### src/rtl/assert_macros.svh
// Assertion helpers shared by the RTL.
// Both macros check on the rising clock edge and are disabled while reset is high.
`ifndef ASSERT_MACROS_SVH
`define ASSERT_MACROS_SVH

`ifndef SYNTHESIS

// The property must hold at every checked clock edge.
`define SPAQ_ASSERT(label, clk, rst, prop, msg) \
   label: assert property (@(posedge clk) disable iff (rst) (prop)) else $error(msg);

// The condition must never be true at a checked clock edge.
`define SPAQ_ASSERT_NEVER(label, clk, rst, cond, msg) \
   label: assert property (@(posedge clk) disable iff (rst) !(cond)) else $error(msg);

`else

`define SPAQ_ASSERT(label, clk, rst, prop, msg)
`define SPAQ_ASSERT_NEVER(label, clk, rst, cond, msg)

`endif

`endif

### src/rtl/spaq_pkg.sv
`default_nettype none

package spaq_pkg;

   localparam int CAPACITY  = 8;
   localparam int KEY_WIDTH = 16;
   localparam int CNT_WIDTH = $clog2(CAPACITY + 1);

   // Fixed widths of the item fields on the ports.
   localparam int KEY_FIELD_WIDTH = 16;
   localparam int OCC_FIELD_WIDTH = 4;
   localparam int RSP_DATA_WIDTH  = 24;

   typedef logic [KEY_WIDTH-1:0] key_type;
   typedef logic [CNT_WIDTH-1:0] count_type;

   typedef enum logic {
      CMD_INSERT = 1'b0,
      CMD_REMOVE = 1'b1
   } command_type;

   typedef enum logic [1:0] {
      STATUS_OK    = 2'd0,
      STATUS_FULL  = 2'd1,
      STATUS_EMPTY = 2'd2
   } status_type;

   // Operation broadcast to every cell of the row.
   typedef struct packed {
      logic    ins_en;
      logic    rem_en;
      key_type key;
   } ctrl_type;

endpackage

`default_nettype wire

### src/rtl/sorted_array_priority_queue.sv
`default_nettype none

// Channel   Direction  Handshake              Payload
// req       in         req_tvalid/req_tready  tuser: command; tdata: key_in
// rsp       out        rsp_tvalid/rsp_tready  tuser: status; tdata: key_out, occupancy
//
// The whole row of cells updates in the cycle the item is accepted, and the
// result is registered for the next cycle.
// One item per cycle is sustained while results are taken; the single output
// register stalls input only when a result is waiting and rsp_tready is low.
// Reset clears the key count and the output valid; stored keys need no reset.

`include "assert_macros.svh"

module sorted_array_priority_queue (
   input  wire logic        clock,
   input  wire logic        reset,
   input  wire logic        req_tvalid,
   output logic             req_tready,
   input  wire logic [15:0] req_tdata,   // [15:0] key_in
   input  wire logic        req_tuser,   // [0] command
   output logic             rsp_tvalid,
   input  wire logic        rsp_tready,
   output logic [23:0]      rsp_tdata,   // [15:0] key_out, [19:16] occupancy, [23:20] zero
   output logic [1:0]       rsp_tuser    // [1:0] status
);

   localparam int CAP = spaq_pkg::CAPACITY;

   // Number of keys held; cell i is occupied when its index is below this.
   spaq_pkg::count_type count_ff;
   spaq_pkg::count_type count_in;

   // Result register that parts the two sides of the block.
   logic                    rsp_valid_ff;
   logic                    rsp_valid_in;
   logic [15:0]             rsp_key_ff;
   logic [15:0]             rsp_key_in;
   spaq_pkg::status_type    rsp_status_ff;
   spaq_pkg::status_type    rsp_status_in;
   logic [3:0]              rsp_occ_ff;
   logic [3:0]              rsp_occ_in;

   logic                    req_accept;
   logic                    is_full;
   logic                    is_empty;
   spaq_pkg::command_type   command;
   spaq_pkg::ctrl_type      ctrl;

   spaq_pkg::key_type       cell_key  [CAP];
   logic                    cell_gt   [CAP];
   logic                    cell_occ  [CAP];
   logic                    cell_pgt  [CAP];
   spaq_pkg::key_type       cell_pkey [CAP];
   spaq_pkg::key_type       cell_nkey [CAP];

   assign req_tready = !rsp_valid_ff || rsp_tready;
   assign req_accept = req_tvalid && req_tready;
   assign command    = spaq_pkg::command_type'(req_tuser);
   assign is_full    = (count_ff == spaq_pkg::CNT_WIDTH'(CAP));
   assign is_empty   = (count_ff == '0);

   always_comb begin
      ctrl.ins_en = req_accept && (command == spaq_pkg::CMD_INSERT) && !is_full;
      ctrl.rem_en = req_accept && (command == spaq_pkg::CMD_REMOVE) && !is_empty;
      ctrl.key    = spaq_pkg::key_type'(req_tdata);
   end

   // The row of cells. Each cell sees its lower neighbor for inserts and its
   // upper neighbor for removes; the ends are tied off.
   for (genvar i = 0; i < CAP; i++) begin : g_cell
      assign cell_occ[i] = (count_ff > spaq_pkg::CNT_WIDTH'(i));

      if (i == 0) begin : g_first
         assign cell_pgt[i]  = 1'b0;
         assign cell_pkey[i] = cell_key[i];
      end else begin : g_inner
         assign cell_pgt[i]  = cell_gt[i-1];
         assign cell_pkey[i] = cell_key[i-1];
      end

      if (i == CAP - 1) begin : g_last
         assign cell_nkey[i] = cell_key[i];
      end else begin : g_below
         assign cell_nkey[i] = cell_key[i+1];
      end

      spaq_cell u_cell (
         .clock    (clock),
         .ctrl     (ctrl),
         .occupied (cell_occ[i]),
         .prev_gt  (cell_pgt[i]),
         .prev_key (cell_pkey[i]),
         .next_key (cell_nkey[i]),
         .gt       (cell_gt[i]),
         .key      (cell_key[i])
      );
   end

   always_comb begin
      count_in = count_ff;
      if (ctrl.ins_en) begin
         count_in = count_ff + spaq_pkg::CNT_WIDTH'(1);
      end else if (ctrl.rem_en) begin
         count_in = count_ff - spaq_pkg::CNT_WIDTH'(1);
      end
   end

   always_comb begin
      rsp_valid_in  = rsp_valid_ff && !rsp_tready;
      rsp_key_in    = rsp_key_ff;
      rsp_status_in = rsp_status_ff;
      rsp_occ_in    = rsp_occ_ff;
      if (req_accept) begin
         rsp_valid_in  = 1'b1;
         rsp_key_in    = '0;
         rsp_status_in = spaq_pkg::STATUS_OK;
         rsp_occ_in    = 4'(count_in);
         case (command)
            spaq_pkg::CMD_INSERT: begin
               if (is_full) begin
                  rsp_status_in = spaq_pkg::STATUS_FULL;
               end
            end
            spaq_pkg::CMD_REMOVE: begin
               if (is_empty) begin
                  rsp_status_in = spaq_pkg::STATUS_EMPTY;
               end else begin
                  // The smallest key always sits in the first cell.
                  rsp_key_in = spaq_pkg::KEY_FIELD_WIDTH'(cell_key[0]);
               end
            end
            default: begin
               rsp_status_in = spaq_pkg::STATUS_OK;
            end
         endcase
      end
   end

   always_ff @(posedge clock) begin
      if (reset) begin
         count_ff     <= '0;
         rsp_valid_ff <= 1'b0;
      end else begin
         count_ff     <= count_in;
         rsp_valid_ff <= rsp_valid_in;
      end
      rsp_key_ff    <= rsp_key_in;
      rsp_status_ff <= rsp_status_in;
      rsp_occ_ff    <= rsp_occ_in;
   end

   assign rsp_tvalid = rsp_valid_ff;
   assign rsp_tdata  = {4'd0, rsp_occ_ff, rsp_key_ff};
   assign rsp_tuser  = rsp_status_ff;

   `SPAQ_ASSERT_NEVER(a_count_bound, clock, reset,
      count_ff > spaq_pkg::CNT_WIDTH'(CAP), "key count exceeds capacity")

   `SPAQ_ASSERT(a_full_drop, clock, reset,
      (req_accept && command == spaq_pkg::CMD_INSERT && is_full) |=>
         (rsp_status_ff == spaq_pkg::STATUS_FULL && $stable(count_ff)),
      "dropped insert changed the count or was not flagged")

   `SPAQ_ASSERT(a_remove_key, clock, reset,
      ctrl.rem_en |=> (rsp_key_ff == spaq_pkg::KEY_FIELD_WIDTH'($past(cell_key[0]))),
      "removed key is not the one held in the first cell")

   `SPAQ_ASSERT(a_ordered_front, clock, reset,
      (count_ff > spaq_pkg::CNT_WIDTH'(1)) |-> (cell_key[0] <= cell_key[1]),
      "first two keys are out of order")

endmodule

`default_nettype wire

### src/rtl/spaq_cell.sv
`default_nettype none

// One slot of the sorted row. It holds one key and tells its upper neighbor
// whether that key is larger than the key being inserted.
module spaq_cell (
   input  wire logic               clock,
   input  wire spaq_pkg::ctrl_type ctrl,
   input  wire logic               occupied,
   input  wire logic               prev_gt,
   input  wire spaq_pkg::key_type  prev_key,
   input  wire spaq_pkg::key_type  next_key,
   output logic                    gt,
   output spaq_pkg::key_type       key
);

   spaq_pkg::key_type key_ff;
   spaq_pkg::key_type key_in;

   assign gt  = occupied && (key_ff > ctrl.key);
   assign key = key_ff;

   always_comb begin
      key_in = key_ff;
      if (ctrl.ins_en) begin
         // The lower neighbor moves up if it is larger; the first slot that is
         // larger or empty takes the new key.
         if (prev_gt) begin
            key_in = prev_key;
         end else if (gt || !occupied) begin
            key_in = ctrl.key;
         end
      end else if (ctrl.rem_en) begin
         key_in = next_key;
      end
   end

   always_ff @(posedge clock) begin
      key_ff <= key_in;
   end

endmodule

`default_nettype wire
### config.mk
export PLATFORM = sky130hd
export DESIGN_NAME = sorted_array_priority_queue
export DESIGN_NICKNAME = d
export VERILOG_FILES = /design/src/rtl/spaq_pkg.sv /design/src/rtl/sorted_array_priority_queue.sv /design/src/rtl/spaq_cell.sv
export VERILOG_INCLUDE_DIRS = /design/src /design/src/rtl
export SDC_FILE = /design/constraint.sdc
export NUM_CORES = 1
export LEC_CHECK = 0
export ABC_CLOCK_PERIOD_IN_PS = 8300
export BUFFER_PORTS_ARGS = -buffer_cell sky130_fd_sc_hd__buf_2
export CAP_MARGIN = 20
export CELL_PAD_IN_SITES_DETAIL_PLACEMENT = 0
export CELL_PAD_IN_SITES_GLOBAL_PLACEMENT = 1
export CORE_ASPECT_RATIO = 0.5
export CORE_MARGIN = 2
export CORE_UTILIZATION = 25
export DETAILED_ROUTE_END_ITERATION = 12
export PLACE_DENSITY = 0.47
export SYNTH_ARGS = -nofsm -noshare
export SYNTH_HDL_FRONTEND = slang
export SYNTH_SLANG_ARGS = --single-unit
export TNS_END_PERCENT = 1
### constraint.sdc
create_clock -name clock -period 8.3 [get_ports clock]
set_input_delay 0.83 -clock clock [delete_from_list [all_inputs] [get_ports clock]]
set_output_delay 0.83 -clock clock [all_outputs]
set_load 0.02 [all_outputs]
==> metrics <==
CP startpoint=req_tdata[13]; Critical Path Start Type=input port; DP HPWL=28900 um; path category of the worst min-delay check=flip-flop to flip-flop; Worst slew margin=24.9%; Register Area=4600 um^2; Layout Nets=1237; multi-input logic area=5590 um^2; Critical R2R Launch=count_ff[1]; Arrival @ worst endpoint=4270 ps; gr ovfl total=0; Post-CTS Setup Inserts=0; core area=41900 um^2; Setup Crit Path Kind=input port to flip-flop; RSZ-0062 raised after global routing=no; final hold vios=0; Comb pwr share=29.0%; Post-synth EDFFs=150; max_cap viols=0; setup_tns=0 ps; die width=295 um; starting density of the core=25.3%; CP delay by family, top=compound AO/OA/AOI/OAI gates; fillers=4425; fin crit share=50.7%; Netlist cell types=59; vias in the first global route=8673; most common cell after layout, fill and taps aside=edfxtp_1; total CTS buffers=17; actual slew at the worst max-slew pin=1130 ps; DR iter-0 viols=910; routability-driven placement congestion ratio=0.852; post-CTS sizing=0; vias post-DR=8913; Final setup viols=0; Clk pwr share=30.8%; peak supply drop=0.143 mV; gate count after technology mapping=1071; Pwr Total=2.72 mW; Routed WL per cell=23.0 um; cells on worst reg2reg path=7; async set-reset flop share out of synthesis=0%; DR vias/cell=5.32; # port buffers=44; DR pass1 iterations=5; power per cell area=227 nW/um^2; Worst Path Max Fanout=17; Cell Chain, Critical Path=buf_2, inv_1, ha_1, nand4_1, nor4_1, a21boi_1, o31a_1, nor2_1, a31oi_2; Seq cells post-synth=155; crit end category=flip-flop; CTS clk-pin slew, worst paths=80 ps; CP max stage cell=a31oi_2; CTS HTree Levels=4; # hold bufs at CTS=0; Mapped Avg Cell Area=9.90 um^2; Yosys top cell area share=42.5%; CTS tree=yes; Cell Area, Synth=10600 um^2; total track usage=17.7%; outcome=finished, final reports clean; dominant cells by area after synthesis=edfxtp_1, ha_1, o21ai_0; CP bufs+invs=2; Die Ht=150 um; RR Endpoint=g_cell[3].u_cell.key[13]; Clock Latency Late Sink=460 ps; Cell Int Power=1.70 mW; P_leak=4.53 nW; initial antenna violation count=0; Slew Viols, Final=0; register share of total power=40.3%; # diodes=0; R2R setup slack=4360 ps; Critical Path End=g_cell[3].u_cell.key[13]; ys flop type=edfxtp_1; Final ANT Viol Nets=0; Seq/Total Area, Yosys=43.4%; largest area contributor in the netlist=edfxtp_1; fin crit period=4200 ps; synth warn=0; Required @ worst endpoint=8370 ps; Core Rows=53; TritonCTS sink count=155; first-pass GRT wire length=57300 um; CP Depth=9; Root Buffer Master=clkbuf_16; Layout area overhead=13.0%; CP peak stage delay=850 ps; net switching power=1.02 mW; most frequent cells in the layout=edfxtp_1, ha_1, o21ai_0; Setup Skew=18.2 ps; Residual DRC=0; layout cells sized above 1=11.3%; WL final=38500 um; Max Buffers Root-to-Sink=2; switching part of the total=37.6%; largest net degree at the start of global routing=94; num ports=49; die area=44200 um^2; Fmax=238 MHz
-- tightest hold or removal path, cell delays in order, from the launching register on --
cell and delay [ps]:
dfxtp_1 310, nand2b_1 130, a21oi_1 80
-- registers in the layout, summed over array words and instances, names as in the netlist --
signal,cells
g_cell.u_cell.key,128
count_ff,4
rsp_tuser,2
rsp_tvalid,1
rsp_occ_ff,4
rsp_key_ff,16
-- power by group through the flow --
stage               Combinational (mW)  Clock [mW]  Sequential, mW
floorplan                        0.510           0            1.08
global placement                 0.767           0            1.11
detailed placement               0.783           0            1.11
CTS                              0.786       0.858            1.09
global route                     0.873       0.885            1.11
finish                           0.789       0.838            1.10
-- through the flow --
stage                     std cells  instance area [um^2]  hold slack (ps)  setup WS (ps)  utilization [%]
after detailed placement       1642                 11400              554           3620             27.2
after CTS                      1674                 12000              565           4110             28.6
after global routing           1674                 12000              583           3850             28.6
final                          1674                 12000              563           4100             28.6
after global placement         1641                 11400              537           3740             27.1
after floorplan                1074                 10600              544           4590                -
-- worst min path at each step --
stage	to	slack, ps	startpoint	cells past startpoint
after CTS	rsp_tvalid	570	rsp_tvalid	2
after floorplan	g_cell[5].u_cell.key[15]	540	g_cell[6].u_cell.key[15]	2
after global routing	rsp_tvalid	580	rsp_tvalid	2
after detailed placement	rsp_tvalid	550	rsp_tvalid	2
after global placement	rsp_tvalid	540	rsp_tvalid	2
final	rsp_tvalid	560	rsp_tvalid	2
-- final cells by class --
class                           instances  share of cell area, %
Multi-Input combinational cell        822                   46.6
Sequential cell                       155                   38.4
Tap cell                              577                   6.02
Inverter                               28                  0.877
Timing Repair Buffer                   60                   3.01
Clock inverter                         15                   1.49
Clock buffer                           17                   3.55
-- Yosys cell counts (all sizes together), types with 2 or more instances --
cell	number
edfxtp	150
ha	132
o21ai	130
a21oi	114
nor2	92
a31oi	81
nand2	64
clkbuf	37
buf	32
inv	28
nand3	27
nand4	27
and3	16
mux2	16
a21o	15
mux2i	15
nor2b	12
o211ai	7
nor4	6
a211oi	5
a21boi	5
and2	5
dfxtp	5
o31ai	5
a221o	4
o221ai	4
o31a	4
a22oi	3
a41oi	3
and4	3
nand2b	3
nor3	3
or2	3
o21a	2
xnor2	2
-- logic make-up after synthesis --
logic type | after synthesis | synth area share, %
AOI/OAI and AO/OA | 386 | 21.3
xor gates and xnor gates | 3 | 0.248
adders and majority gates | 132 | 15.6
buffers and inverters | 97 | 4.44
DFF | 155 | 43.4
muxes | 31 | 3.11
other | 1 | 0.0354
and+or+nand+nor | 266 | 11.9
-- routing by layer --
metal  global-route usage, %  vias up  share of wire, %
met5                       0        -                 0
met4                    4.16        0               1.1
met3                    3.64       18               6.8
met2                    24.7      311                40
met1                    27.3     4449                52
li1                        -     4135                 -
Note: power is estimated with default switching activity, not from simulation.
